File: src/rtl/core/ipip_pkg.sv
// Shared constants, types and codes of the IPIP tunnel encapsulator.
package ipip_pkg;

  localparam int unsigned HDR_BYTES   = 34;
  localparam int unsigned ETH_BYTES   = 14;
  localparam int unsigned IP_BYTES    = 20;
  localparam int unsigned ENCAP_BYTES = HDR_BYTES + IP_BYTES;
  localparam int unsigned ADDR_W      = $clog2(ENCAP_BYTES);
  localparam int unsigned CFG_W       = 48;

  localparam logic [15:0] ETHERTYPE_IPV4 = 16'h0800;
  localparam logic [7:0]  PROTO_TCP      = 8'd6;
  localparam logic [7:0]  PROTO_IPIP     = 8'd4;
  localparam logic [7:0]  OUTER_TTL      = 8'd64;
  localparam logic [7:0]  OUTER_VER_IHL  = 8'h45;

  // inner header byte positions
  localparam logic [ADDR_W-1:0] POS_ETYPE_HI = ADDR_W'(12);
  localparam logic [ADDR_W-1:0] POS_ETYPE_LO = ADDR_W'(13);
  localparam logic [ADDR_W-1:0] POS_TOS      = ADDR_W'(ETH_BYTES + 1);
  localparam logic [ADDR_W-1:0] POS_LEN_HI   = ADDR_W'(ETH_BYTES + 2);
  localparam logic [ADDR_W-1:0] POS_LEN_LO   = ADDR_W'(ETH_BYTES + 3);
  localparam logic [ADDR_W-1:0] POS_PROTO    = ADDR_W'(ETH_BYTES + 9);

  typedef enum logic [1:0] {
    CFG_BACKEND_MAC  = 2'd0,
    CFG_BALANCER_MAC = 2'd1,
    CFG_VIRTUAL_IP   = 2'd2,
    CFG_SERVER_IP    = 2'd3
  } cfg_idx_e;

  typedef enum logic [1:0] {
    ST_COLLECT,
    ST_DRAIN,
    ST_STREAM
  } state_e;

  typedef struct packed {
    logic              we;
    logic [ADDR_W-1:0] addr;
    logic [7:0]        data;
  } mem_wr_t;

  typedef struct packed {
    logic              re;
    logic [ADDR_W-1:0] addr;
  } mem_rd_t;

endpackage

File: src/rtl/core/ipip_hdr_mem.sv
// Header buffer: single-port-write, registered-read byte memory.
module ipip_hdr_mem (
  input  logic               clk_i,
  input  ipip_pkg::mem_wr_t  wr_i,
  input  ipip_pkg::mem_rd_t  rd_i,
  output logic [7:0]         rdata_o
);

  logic [7:0] mem_q [ipip_pkg::HDR_BYTES];
  logic [7:0] rdata_q;

  always_ff @(posedge clk_i) begin
    if (wr_i.we) begin
      mem_q[wr_i.addr] <= wr_i.data;
    end
  end

  // read data holds while no read is issued
  always_ff @(posedge clk_i) begin
    if (rd_i.re) begin
      rdata_q <= mem_q[rd_i.addr];
    end
  end

  assign rdata_o = rdata_q;

endmodule

File: src/rtl/core/ipip_hdr_gen.sv
// Config registers, inner field capture, outer checksum and new header byte select.
module ipip_hdr_gen (
  input  logic                              clk_i,
  input  logic                              rst_ni,
  input  logic                              cfg_we_i,
  input  logic [1:0]                        cfg_idx_i,
  input  logic [ipip_pkg::CFG_W-1:0]        cfg_wdata_i,
  input  ipip_pkg::mem_wr_t                 wr_i,
  input  logic [ipip_pkg::ADDR_W-1:0]       idx_i,
  output logic [7:0]                        byte_o,
  output logic                              match_o
);

  localparam logic [ipip_pkg::ADDR_W-1:0] ADDR_W_5  = ipip_pkg::ADDR_W'(5);
  localparam logic [ipip_pkg::ADDR_W-1:0] ADDR_W_11 = ipip_pkg::ADDR_W'(11);
  localparam logic [ipip_pkg::ADDR_W-1:0] ADDR_W_29 = ipip_pkg::ADDR_W'(29);
  localparam logic [ipip_pkg::ADDR_W-1:0] ADDR_W_33 = ipip_pkg::ADDR_W'(33);

  logic [47:0] backend_mac_q, balancer_mac_q;
  logic [31:0] virtual_ip_q, server_ip_q;
  logic [7:0]  etype_hi_q, etype_lo_q, tos_q, len_hi_q, len_lo_q, proto_q;
  logic [18:0] cfg_sum_q, cfg_sum_d;
  logic [15:0] cks_q, cks_d;
  logic [15:0] tot;
  logic [18:0] sum;
  logic [16:0] fold1;
  logic [15:0] fold2;
  logic [ipip_pkg::ADDR_W-1:0] off;

  always_ff @(posedge clk_i or negedge rst_ni) begin
    if (!rst_ni) begin
      backend_mac_q  <= '0;
      balancer_mac_q <= '0;
      virtual_ip_q   <= '0;
      server_ip_q    <= '0;
    end else if (cfg_we_i) begin
      case (cfg_idx_i)
        ipip_pkg::CFG_BACKEND_MAC:  backend_mac_q  <= cfg_wdata_i[47:0];
        ipip_pkg::CFG_BALANCER_MAC: balancer_mac_q <= cfg_wdata_i[47:0];
        ipip_pkg::CFG_VIRTUAL_IP:   virtual_ip_q   <= cfg_wdata_i[31:0];
        ipip_pkg::CFG_SERVER_IP:    server_ip_q    <= cfg_wdata_i[31:0];
        default: ;
      endcase
    end
  end

  // snoop the header fields as they are written into the buffer
  always_ff @(posedge clk_i) begin
    if (wr_i.we) begin
      case (wr_i.addr)
        ipip_pkg::POS_ETYPE_HI: etype_hi_q <= wr_i.data;
        ipip_pkg::POS_ETYPE_LO: etype_lo_q <= wr_i.data;
        ipip_pkg::POS_TOS:      tos_q      <= wr_i.data;
        ipip_pkg::POS_LEN_HI:   len_hi_q   <= wr_i.data;
        ipip_pkg::POS_LEN_LO:   len_lo_q   <= wr_i.data;
        ipip_pkg::POS_PROTO:    proto_q    <= wr_i.data;
        default: ;
      endcase
    end
  end

  assign match_o = ({etype_hi_q, etype_lo_q} == ipip_pkg::ETHERTYPE_IPV4) &&
                   (proto_q == ipip_pkg::PROTO_TCP);

  // constant words of the outer header plus the address words
  always_comb begin
    cfg_sum_d = 19'({ipip_pkg::OUTER_VER_IHL, 8'h00})
              + 19'({ipip_pkg::OUTER_TTL, ipip_pkg::PROTO_IPIP})
              + 19'(virtual_ip_q[31:16]) + 19'(virtual_ip_q[15:0])
              + 19'(server_ip_q[31:16])  + 19'(server_ip_q[15:0]);
  end

  always_comb begin
    tot   = {len_hi_q, len_lo_q} + 16'(ipip_pkg::IP_BYTES);
    sum   = cfg_sum_q + 19'(tos_q) + 19'(tot);
    fold1 = 17'(sum[15:0]) + 17'(sum[18:16]);
    fold2 = fold1[15:0] + 16'(fold1[16]);
    cks_d = ~fold2;
  end

  // fields settle long before the checksum bytes are read out
  always_ff @(posedge clk_i) begin
    cfg_sum_q <= cfg_sum_d;
    cks_q     <= cks_d;
  end

  always_comb begin
    off    = '0;
    byte_o = '0;
    case (idx_i) inside
      [0:5]: begin
        off    = ADDR_W_5 - idx_i;
        byte_o = backend_mac_q[{off[2:0], 3'b000} +: 8];
      end
      [6:11]: begin
        off    = ADDR_W_11 - idx_i;
        byte_o = balancer_mac_q[{off[2:0], 3'b000} +: 8];
      end
      12: byte_o = ipip_pkg::ETHERTYPE_IPV4[15:8];
      13: byte_o = ipip_pkg::ETHERTYPE_IPV4[7:0];
      14: byte_o = ipip_pkg::OUTER_VER_IHL;
      15: byte_o = tos_q;
      16: byte_o = tot[15:8];
      17: byte_o = tot[7:0];
      22: byte_o = ipip_pkg::OUTER_TTL;
      23: byte_o = ipip_pkg::PROTO_IPIP;
      24: byte_o = cks_q[15:8];
      25: byte_o = cks_q[7:0];
      [26:29]: begin
        off    = ADDR_W_29 - idx_i;
        byte_o = virtual_ip_q[{off[1:0], 3'b000} +: 8];
      end
      [30:33]: begin
        off    = ADDR_W_33 - idx_i;
        byte_o = server_ip_q[{off[1:0], 3'b000} +: 8];
      end
      default: byte_o = '0;
    endcase
  end

endmodule

File: src/rtl/core/ipip_tcp_encapsulator_core.sv
// Top level: frame sequencer, read stage and output register of the encapsulator.
// Bytes of a frame are taken one per cycle while the first 34 are written into
// the header buffer. On the 34th byte (or an earlier final byte) input stalls while
// the decided burst drains one byte per cycle, unless the output stalls, through
// the buffer's single read port: 54 bytes for an encapsulated TCP/IPv4 frame, 34
// for any other frame, the held length for a short one. The rest of the frame then
// streams through at one byte per cycle while the output is not stalled. A drained
// beat goes via the read stage, a streamed one straight into the output register.
module ipip_tcp_encapsulator_core (
  input  logic                        clk_i,
  input  logic                        rst_ni,
  input  logic                        in_valid_i,
  output logic                        in_stall_o,
  input  logic [7:0]                  in_byte_i,
  input  logic                        in_last_i,
  output logic                        out_valid_o,
  input  logic                        out_stall_i,
  output logic [7:0]                  out_byte_o,
  output logic                        out_last_o,
  output logic                        verdict_o,
  input  logic                        cfg_we_i,
  input  logic [1:0]                  cfg_idx_i,
  input  logic [ipip_pkg::CFG_W-1:0]  cfg_wdata_i
);

  localparam int unsigned AW = ipip_pkg::ADDR_W;
  localparam logic [AW-1:0] HDR_LAST = AW'(ipip_pkg::HDR_BYTES - 1);
  localparam logic [AW-1:0] N_HDR    = AW'(ipip_pkg::HDR_BYTES);
  localparam logic [AW-1:0] N_ENCAP  = AW'(ipip_pkg::ENCAP_BYTES);
  localparam logic [AW-1:0] N_IP     = AW'(ipip_pkg::IP_BYTES);

  ipip_pkg::state_e state_q, state_d;
  logic [AW-1:0] cnt_q, cnt_d, d_idx_q, d_idx_d, n_q, n_d;
  logic          encap_q, encap_d, end_q, end_d;

  logic          s1_valid_q, s1_valid_d;
  logic [AW-1:0] s1_idx_q;
  logic          s1_gen_q, s1_last_q, s1_verdict_q;

  logic          out_valid_q, out_valid_d;
  logic [7:0]    out_byte_q, out_byte_d;
  logic          out_last_q, out_last_d, out_verdict_q, out_verdict_d;

  logic          out_ld, in_acc, col_acc, str_acc, issue, hdr_done, drain_end;
  logic          match;
  logic [7:0]    gen_byte, rdata;
  ipip_pkg::mem_wr_t wr;
  ipip_pkg::mem_rd_t rd;

  assign out_ld    = !out_valid_q || !out_stall_i;
  assign in_stall_o = !((state_q == ipip_pkg::ST_COLLECT) ||
                        ((state_q == ipip_pkg::ST_STREAM) && !s1_valid_q && out_ld));
  assign in_acc    = in_valid_i && !in_stall_o;
  assign col_acc   = in_acc && (state_q == ipip_pkg::ST_COLLECT);
  assign str_acc   = in_acc && (state_q == ipip_pkg::ST_STREAM);
  assign issue     = (state_q == ipip_pkg::ST_DRAIN) && (!s1_valid_q || out_ld);
  assign hdr_done  = in_last_i || (cnt_q == HDR_LAST);
  assign drain_end = issue && (d_idx_q == n_q - AW'(1));

  // buffer is written only while collecting and read only while draining
  assign wr.we   = col_acc;
  assign wr.addr = cnt_q;
  assign wr.data = in_byte_i;
  assign rd.re   = issue;
  assign rd.addr = (encap_q && (d_idx_q >= N_HDR)) ? d_idx_q - N_IP : d_idx_q;

  ipip_hdr_mem u_mem (
    .clk_i   (clk_i),
    .wr_i    (wr),
    .rd_i    (rd),
    .rdata_o (rdata)
  );

  ipip_hdr_gen u_gen (
    .clk_i       (clk_i),
    .rst_ni      (rst_ni),
    .cfg_we_i    (cfg_we_i),
    .cfg_idx_i   (cfg_idx_i),
    .cfg_wdata_i (cfg_wdata_i),
    .wr_i        (wr),
    .idx_i       (s1_idx_q),
    .byte_o      (gen_byte),
    .match_o     (match)
  );

  // next state
  always_comb begin
    state_d = state_q;
    case (state_q)
      ipip_pkg::ST_COLLECT: if (col_acc && hdr_done) state_d = ipip_pkg::ST_DRAIN;
      ipip_pkg::ST_DRAIN: begin
        if (drain_end) state_d = end_q ? ipip_pkg::ST_COLLECT : ipip_pkg::ST_STREAM;
      end
      ipip_pkg::ST_STREAM: if (str_acc && in_last_i) state_d = ipip_pkg::ST_COLLECT;
      default: state_d = ipip_pkg::ST_COLLECT;
    endcase
  end

  // sequencer counters
  always_comb begin
    cnt_d   = cnt_q;
    d_idx_d = d_idx_q;
    n_d     = n_q;
    encap_d = encap_q;
    end_d   = end_q;
    case (state_q)
      ipip_pkg::ST_COLLECT: begin
        if (col_acc) begin
          if (hdr_done) begin
            encap_d = (cnt_q == HDR_LAST) && match;
            n_d     = (cnt_q == HDR_LAST) ? (encap_d ? N_ENCAP : N_HDR) : cnt_q + AW'(1);
            end_d   = in_last_i;
            cnt_d   = '0;
            d_idx_d = '0;
          end else begin
            cnt_d = cnt_q + AW'(1);
          end
        end
      end
      ipip_pkg::ST_DRAIN: if (issue) d_idx_d = d_idx_q + AW'(1);
      ipip_pkg::ST_STREAM: ;
      default: cnt_d = '0;
    endcase
  end

  always_ff @(posedge clk_i or negedge rst_ni) begin
    if (!rst_ni) begin
      state_q <= ipip_pkg::ST_COLLECT;
      cnt_q   <= '0;
      d_idx_q <= '0;
      n_q     <= '0;
      encap_q <= 1'b0;
      end_q   <= 1'b0;
    end else begin
      state_q <= state_d;
      cnt_q   <= cnt_d;
      d_idx_q <= d_idx_d;
      n_q     <= n_d;
      encap_q <= encap_d;
      end_q   <= end_d;
    end
  end

  // read stage: a beat waits here while its buffer read completes or the output stalls
  assign s1_valid_d = issue || (s1_valid_q && !out_ld);

  always_ff @(posedge clk_i or negedge rst_ni) begin
    if (!rst_ni) begin
      s1_valid_q <= 1'b0;
    end else begin
      s1_valid_q <= s1_valid_d;
    end
  end

  always_ff @(posedge clk_i) begin
    if (issue) begin
      s1_idx_q     <= d_idx_q;
      s1_gen_q     <= encap_q && (d_idx_q < N_HDR);
      s1_last_q    <= end_q && (d_idx_q == n_q - AW'(1));
      s1_verdict_q <= encap_q;
    end
  end

  // output register
  always_comb begin
    out_valid_d   = out_valid_q;
    out_byte_d    = out_byte_q;
    out_last_d    = out_last_q;
    out_verdict_d = out_verdict_q;
    if (out_ld) begin
      out_valid_d = s1_valid_q || str_acc;
      if (s1_valid_q) begin
        out_byte_d    = s1_gen_q ? gen_byte : rdata;
        out_last_d    = s1_last_q;
        out_verdict_d = s1_verdict_q;
      end else begin
        out_byte_d    = in_byte_i;
        out_last_d    = in_last_i;
        out_verdict_d = encap_q;
      end
    end
  end

  always_ff @(posedge clk_i or negedge rst_ni) begin
    if (!rst_ni) begin
      out_valid_q <= 1'b0;
    end else begin
      out_valid_q <= out_valid_d;
    end
  end

  always_ff @(posedge clk_i) begin
    out_byte_q    <= out_byte_d;
    out_last_q    <= out_last_d;
    out_verdict_q <= out_verdict_d;
  end

  assign out_valid_o = out_valid_q;
  assign out_byte_o  = out_byte_q;
  assign out_last_o  = out_last_q;
  assign verdict_o   = out_verdict_q;

endmodule

File: config.mk
export PLATFORM = sky130hd
export DESIGN_NAME = ipip_tcp_encapsulator_core
export DESIGN_NICKNAME = d
export VERILOG_FILES = /design/src/rtl/core/ipip_pkg.sv /design/src/rtl/core/ipip_hdr_mem.sv /design/src/rtl/core/ipip_hdr_gen.sv /design/src/rtl/core/ipip_tcp_encapsulator_core.sv
export SDC_FILE = /design/constraint.sdc
export NUM_CORES = 1
export LEC_CHECK = 0
export ABC_CLOCK_PERIOD_IN_PS = 11700
export CAP_MARGIN = 30
export CORE_MARGIN = 3
export CORE_UTILIZATION = 47
export DETAILED_ROUTE_END_ITERATION = 8
export DONT_BUFFER_PORTS = 1
export GPL_TIMING_DRIVEN = 0
export MAX_ROUTING_LAYER = met4
export PLACE_DENSITY = 0.64
export SYNTH_ARGS = -nofsm -noshare
export SYNTH_HDL_FRONTEND = slang
export SYNTH_SLANG_ARGS = --single-unit
File: constraint.sdc
create_clock -name clk_i -period 11.7 [get_ports clk_i]
set_clock_uncertainty 0.05 [all_clocks]
set_input_delay 1.17 -clock clk_i [delete_from_list [all_inputs] [get_ports clk_i]]
set_output_delay 1.17 -clock clk_i [all_outputs]
set_load 0.05 [all_outputs]
==> results.md, run 1 <==
* Seq/Total Area, Yosys at 58.5%
* Clock power frac at between 20% and 30%
* Final min period at between 8000 and 9000 ps
* Average wire per standard cell at approximately 25 um
* Crit-path max cell delay at ~600 ps
* First-pass GRT wire length at ~100 mm
* Hold slack at approximately 190 ps
* TritonCTS Buffers at 57
* Fmax at 122 MHz
* RSZ-0062 raised after global routing: no
* Die H at around 250 um
* Iter 0 DRT Violations at between 1000 and 1500
* Crit path DAT at 8600 ps
* Detailed Routing Iterations Pass 1 at 5
* Comb power frac at 43.1%
* Peak supply drop at around 0.22 mV
* Aggregate global-route resource usage at a little under a quarter
* Initial antenna violation count at 6
* Psw at about 0.003 W
* Initial core utilization at roughly 48%
* Boundary Pins at 76
* Routed Antenna Nets at 0
* R2R Path Start: u_gen.len_lo_q[2]$_DFFE_PP_
* Clk buf depth at 3
* Syn Nets at 2015
* Row count at 87
* CTS tree: built
* Final worst path period share at between 60% and 70%
* Post-CTS Setup Bufs at 0
* Die W at around 250 um
* Slew headroom at about a fifth
* Asr flop ratio synth at 32.5%
* Final WL at slightly below 70 mm
* Synthesis warning total at 0
* Crit. End Element: flop
* Tightest Hold Check Type: in -> async
* Status: completed
* Final #Nets at about 2100
* Number of global-route vias before repair at between 15000 and 20000
* DRC Markers at 0
* Hold Vio Cnt, Final at 0
* Slew @ Worst Pin at around 1200 ps
* Largest net degree at the start of global routing at ~190
* Die area at around 60000 um^2
* EDFF count, synth at about 350
* Sequential Power Share at between 30% and 40%
* Drt via density at between 5 and 6
* CP max stage cell: a2111oi_0
* Max-slew violations at 0
* CTS resizes at 0
* Internal Pwr Total at about 0.005 W
* Worst setup path category: reg -> reg
* WP data required at between 10000 and 15000 ps
* Final HPWL DP at between 40 and 50 mm
* Number of synthesized register bits at ~570
* Max Cap Viol at 0
* Setup TNS at 0 ps
* Top FF cell, synth: edfxtp_1
* Hold-fix buffers, CTS at 0
* Cell repeated most along the worst path: ha_1
* Avg Cell Area, Syn at 14.6 um^2
* Area grow syn2layout at 11.1%
* Pwr dens at between 200 and 300 nW/um^2
* Core Util, Final at roughly 53%
* Reg2Reg Setup Slack at about 3500 ps
* Sw Ratio at 37.6%
* H-tree depth at 2
* Post-Synthesis Cell Area at between 20000 and 30000 um^2
* Final Wtd Congestion at 0.920
* Clock latency at the later pin of the worst-skew pair at 630 ps
* Worst R2R Path Depth at 30
* Final setup fails at 0
* Grt ovf at 0
* Pleak at between 10 and 15 nW
* Synth unique cells at 83
* Port Buffer Count at 0
* R2R Path End: u_gen.cks_q[15]$_DFF_P_
* Post-Syn Instances at between 1500 and 2000
* Crit start category: flop
* Share of cells above drive strength 1 at 21.1%
* Routed vias at 15800
* Core ar. at about 56000 um^2
* # clock sinks at 566
* Reg clk slew, reported paths at 60 ps
* Peak fanout along the critical path at 8
* Root buf cell: clkbuf_16
[Yosys cell counts, types with 14 or more instances]
library cell  instances  area, um^2
edfxtp_1            347       10400
dfrtp_1             184        4600
mux2_2              174        1960
inv_1               130         488
mux4_2              112        2520
nor2_1              111         417
nand2_1              79         297
ha_1                 63         788
o21ai_0              55         275
clkbuf_1             48         180
xnor2_1              47         412
fa_1                 42         841
a21oi_1              41         205
nand3_1              36         180
dfxtp_1              35         701
xor2_1               35         307
mux2i_1              19         190
nor3_1               18        90.1
buf_1                15        56.3
a21o_1               14         105
nand2b_1             14        87.6
nor2b_1              14        87.6
[stage by stage]
stage / cell area (um^2) / std cells / setup slack [ps] / power [W]
floorplan: 26900 / 1846 / 4950 / 0.00513
global placement: 27800 / 2602 / 3800 / 0.00606
detailed placement: 27900 / 2610 / 3770 / 0.00615
CTS: 29800 / 2716 / 3660 / 0.00803
global route: 29800 / 2721 / 2950 / 0.00846
finish: 29800 / 2721 / 3520 / 0.00801
[cell families (layout without fill, tap and decap cells)]
kind of cell             Yosys count  after routing  synth area share [%]
multiplexers                     305            305                  17.4
flip-flops                       566            566                  58.5
adder cells (fa/ha/maj)          105            105                  6.06
buffers and inverters            206            320                  3.01
other                              0              5                     0
XOR/XNOR                          84             84                  2.84
AND/OR/NAND/NOR                  351            351                  6.41
AO/OA/AOI/OAI                    229            229                  5.79
[worst max path at each step]
stage	start	to	slack (ps)	cells after the start
global route	u_gen.len_lo_q[2]$_DFFE_PP_	u_gen.cks_q[15]$_DFF_P_	2950	30
CTS	u_gen.len_lo_q[2]$_DFFE_PP_	u_gen.cks_q[15]$_DFF_P_	3660	30
global placement	u_gen.len_lo_q[2]$_DFFE_PP_	u_gen.cks_q[15]$_DFF_P_	3800	30
detailed placement	u_gen.len_lo_q[2]$_DFFE_PP_	u_gen.cks_q[15]$_DFF_P_	3770	30
floorplan	u_gen.len_lo_q[2]$_DFFE_PP_	u_gen.cks_q[15]$_DFF_P_	4950	30
finish	u_gen.len_lo_q[2]$_DFFE_PP_	u_gen.cks_q[15]$_DFF_P_	3520	30
[flip-flops by register name (all words and copies together) (netlist names), 8 cells and up]
name / count
u_gen.tos_q: 8
u_gen.len_lo_q: 8
u_gen.backend_mac_q: 48
u_gen.balancer_mac_q: 48
u_gen.etype_hi_q: 8
out_byte_o: 8
u_gen.virtual_ip_q: 32
u_mem.mem_q: 272
u_gen.cks_q: 16
u_gen.len_hi_q: 8
u_mem.rdata_o: 8
u_gen.proto_q: 8
u_gen.server_ip_q: 32
u_gen.cfg_sum_q: 19
u_gen.etype_lo_q: 8
[critical path: cells and delay by family (launching register included)]
| kind | cells | cell delay [ps] |
|---|---|---|
| XOR/XNOR | 2 | 580 |
| flip-flops | 1 | 500 |
| AO/OA/AOI/OAI | 7 | 2250 |
| AND/OR/NAND/NOR | 12 | 2830 |
| buffers and inverters | 3 | 270 |
| adder cells (fa/ha/maj) | 6 | 1580 |
[cell type report]
cell class | instances | area (um^2)
repair buffers | 8 | 80.1
fillers | 4595 | 26600
clock inverters | 22 | 280
clock buffers | 84 | 1650
well taps | 756 | 946
plain buffers | 75 | 317
inverters | 131 | 492
flip-flops and latches | 566 | 15700
multi-input cells | 1074 | 10300
diodes | 5 | 12.5
[cells in the final DEF, fill, tap and decap left out, drive strengths merged, types with 9 or more instances in the layout]
master / netlist / layout
clkinv: 1 / 16
nor2b: 14 / 14
o21a: 9 / 9
fa: 42 / 42
inv: 130 / 131
nor2: 111 / 111
dfrtp: 184 / 184
a21o: 15 / 15
nand2: 79 / 79
a22oi: 12 / 12
mux2: 174 / 174
nand3: 36 / 36
buf: 27 / 34
mux4: 112 / 112
xor2: 36 / 36
dfxtp: 35 / 35
o22ai: 9 / 9
nor3: 19 / 19
mux2i: 19 / 19
and3: 9 / 9
clkbuf: 48 / 132
a31oi: 13 / 13
a21oi: 42 / 42
ha: 63 / 63
edfxtp: 347 / 347
nor3b: 10 / 10
o21ai: 56 / 56
xnor2: 48 / 48
a222oi: 9 / 9
nand2b: 14 / 14
and2: 10 / 10
[power by group through the flow]
stage	Clock [W]	Sequential, W	Combinational [W]
3_5_place_dp	0	0.00273	0.00341
5_1_grt	0.00197	0.00272	0.00377
2_1_floorplan	0	0.00265	0.00248
6_report	0.00186	0.00270	0.00345
3_3_place_gp	0	0.00272	0.00334
4_1_cts	0.00189	0.00270	0.00344
[layer usage]
layer  vias to the layer above  routed length (um)  share of wire [%]  global-route usage (%)
met5                         -                   0                  0                       -
met4                         0                1890                2.8                    6.91
met3                       104                4260                6.3                    4.22
met2                       509               32100                 48                    36.4
met1                      8139               29400                 43                    31.8
li1                       7055                   -                  -                       -
Note: power is estimated with default switching activity, not from simulation.
==> run 2: changes to the inputs <==
--- a/config.mk
+++ b/config.mk
@@ -5,7 +5,7 @@
 export SDC_FILE = /design/constraint.sdc
 export NUM_CORES = 1
 export LEC_CHECK = 0
-export ABC_CLOCK_PERIOD_IN_PS = 11700
+export ABC_CLOCK_PERIOD_IN_PS = 7600
 export CAP_MARGIN = 30
 export CORE_MARGIN = 3
 export CORE_UTILIZATION = 47
==> constraint.sdc (replaced) <==
create_clock -name clk_i -period 7.6 [get_ports clk_i]
set_clock_uncertainty 0.05 [all_clocks]
set_input_delay 0.76 -clock clk_i [delete_from_list [all_inputs] [get_ports clk_i]]
set_output_delay 0.76 -clock clk_i [all_outputs]
set_load 0.05 [all_outputs]
==> run 2 against run 1 <==
Die area unchanged; first-iteration DRC count down 1.6%; worst setup slack worse by 3100 ps; maximum frequency up 13%; sequential share of layout area down 0.24 points; critical path depth unchanged; sequential power up 54%; critical endpoint unchanged; largest cell class unchanged; largest power group unchanged; highest routed layer unchanged.
==> results.md, run 2 (synthesis gave the netlist of run 1 again) <==
* Final HPWL DP at 48.5 mm (unchanged)
* Crit start category: flop
* Grt ovf at 0 (unchanged)
* Delay-heaviest family, CP: compound AO/OA/AOI/OAI gates
* Sw Ratio at 37.8% (+0.23 points)
* Detailed Routing Iterations Pass 1 at 6 (+1)
* Area grow syn2layout at 11.6%
* Final #Nets at 2091 (+0.43%)
* Regs by FF count: u_mem.mem_q x272, u_gen.backend_mac_q x48, u_gen.balancer_mac_q x48
* Die area at 60100 um^2 (unchanged)
* Hold Vio Cnt, Final at 0 (unchanged)
* Most flop-heavy register: u_mem.mem_q
* Psw at 0.00468 W (+56%)
* Iter 0 DRT Violations at 1333 (-1.6%)
* CTS tree: built
* Boundary Pins at 76 (unchanged)
* Clk buf depth at 3 (unchanged)
* Average wire per standard cell at 24.8 um (-0.17%)
* RSZ-0062 raised after global routing: yes
* Met3 usage at 4.18% (-0.033 points)
* Sequential Power Share at 33.5% (-0.2 points)
* Most common cell after layout, fill and taps aside: edfxtp_1
* Clock power frac at 23.2% (about the same)
* Final worst path period share at 95.0% (+25 points)
* Slew @ Worst Pin at 1130 ps (-67.4 ps)
* Final min period at 7220 ps (-962 ps)
* Pwr dens at 413 nW/um^2 (+54%)
* Number of global-route vias before repair at 16300 (-0.037%)
* Largest net degree at the start of global routing at 185 (unchanged)
* TritonCTS Buffers at 57 (unchanged)
* Worst setup path category: reg -> reg
* Reg2Reg Setup Slack at 380 ps (-3140 ps)
* Row count at 87 (unchanged)
* Final WL at 67.8 mm (+0.16%)
* Initial antenna violation count at 6 (unchanged)
* Max-slew violations at 0 (unchanged)
* Hold slack at 169 ps (-20.2 ps)
* DRC Markers at 0 (unchanged)
* First-pass GRT wire length at 102 mm (+0.17%)
* Routed vias at 16000 (+1.0%)
* Tightest Hold Check Type: in -> async
* Root buf cell: clkbuf_16
* CP max stage cell: fa_1
* Crit. End Element: flop
* Port Buffer Count at 0 (unchanged)
* Peak fanout along the critical path at 8 (unchanged)
* Fmax at 139 MHz (+13%)
* Largest register FFs at 272 (unchanged)
* Initial core utilization at 47.6% (unchanged)
* Buf/Inv on CP at 4 (+1)
* Die W at 245 um (unchanged)
* Busiest layer in global routing: met2
* Final Wtd Congestion at 0.920 (unchanged)
* Placed cells at 2610 (unchanged)
* Slew headroom at 24.4% (+4.5 points)
* Register Area at 15700 um^2 (unchanged)
* Die H at 245 um (unchanged)
* Pleak at 11.1 nW (+0.56%)
* Aggregate global-route resource usage at 23.4% (+0.052 points)
* Routed Antenna Nets at 0 (unchanged)
* Peak supply drop at 0.333 mV (+54%)
* Crit-path max cell delay at 510 ps (-90 ps)
* Internal Pwr Total at 0.00771 W (+54%)
* Final setup fails at 0 (unchanged)
* Status: completed
* WP data required at 8040 ps (-4080 ps)
* Reg clk slew, reported paths at 60 ps (about the same)
* Commonest non-fill, non-tap cells in the layout: edfxtp_1 (347), dfrtp_1 (184), mux2_2 (174)
* Crit path DAT at 7660 ps (-940 ps)
* Met1 Track Usage GR at 32.0% (+0.17 points)
* Total power at 0.0124 W (+55%)
* Non-Filler Instances at 2730 (+0.33%)
* Max Cap Viol at 0 (unchanged)
* Core Util, Final at 53.1% (+0.25 points)
* Core ar. at 56500 um^2 (unchanged)
* Drt via density at 5.85 (+0.67%)
* Fill cells at 4589 (-0.13%)
* GR Layer Usage met2 at 36.3% (about the same)
* Clock latency at the later pin of the worst-skew pair at 630 ps (about the same)
* Share of cells above drive strength 1 at 21.8% (+0.72 points)
* # clock sinks at 566 (unchanged)
* Area occupied by multi-input gates at 10400 um^2 (+0.50%)
* Cell repeated most along the worst path: ha_1
* Comb power frac at 43.4% (+0.3 points)
* H-tree depth at 2 (unchanged)
run 2: power groups by stage:
stage	Sequential, W	Clock, W	Combinational [W]
final	0.00415	0.00287	0.00538
after global routing	0.00419	0.00304	0.00587
after CTS	0.00415	0.00291	0.00533
after detailed placement	0.00421	0	0.00526
after global placement	0.00419	0	0.00514
after floorplan	0.00408	0	0.00382
run 2: final cells by class:
type	count	share of cell area [%]
Sequential cell	566	52.4
Multi-Input combinational cell	1074	34.7
Clock buffer	84	5.50
Tap cell	756	3.15
Inverter	131	1.64
Buffer	75	1.06
Clock inverter	22	0.935
Timing Repair Buffer	17	0.559
Antenna cell	5	0.0417
run 2: layer usage:
metal  vias up  routed length (um)
li1       7062                   -
met1      8249               29300
met2       554               32300
met3       100                4310
met4         0                1840
met5         -                   0
run 2: worst paths after layout:
check / startpoint / endpoint / cells after the start
worst min-delay path: rst_ni / u_gen.backend_mac_q[27]$_DFFE_PN0P_ / 1
worst max register to register: u_gen.len_lo_q[2]$_DFFE_PP_ / u_gen.cks_q[15]$_DFF_P_ / 30
min in group clk_i: in_byte_i[6] / u_mem.mem_q[17][6]$_DFFE_PP_ / 0
worst min register to register: d_idx_q[4]$_DFFE_PN0P_ / s1_idx_q[4]$_DFFE_PP_ / 0
worst max-delay path: u_gen.len_lo_q[2]$_DFFE_PP_ / u_gen.cks_q[15]$_DFF_P_ / 30
max in group asynchronous: rst_ni / u_gen.server_ip_q[21]$_DFFE_PN0P_ / 1
run 2: through the flow:
stage          TNS (ps)  setup WS, ps  cell area, um^2
4_1_cts               0          31.9            29900
3_3_place_gp       -763          -295            27800
2_1_floorplan         0           852            26900
6_report              0           381            30000
3_5_place_dp      -1070          -334            27900
5_1_grt           -73.5         -53.7            30000
run 2: timing repair:
action	4_1_cts	5_1_grt
endpoints found under the hold margin	184	0
endpoints found under the setup margin	5	7
setup buffers	2	6
hold buffers	1	0
pin swaps	2	2
gates resized for setup	4	6
run 2: worst reg2reg max path: cells and delay by family (launching register included):
kind            cells  cell delay (ps)
flops               1              430
fa+ha+maj           6             1750
compound gates      8             2130
xor+xnor            2              350
buf+inv             4              310
simple gates       10             2080
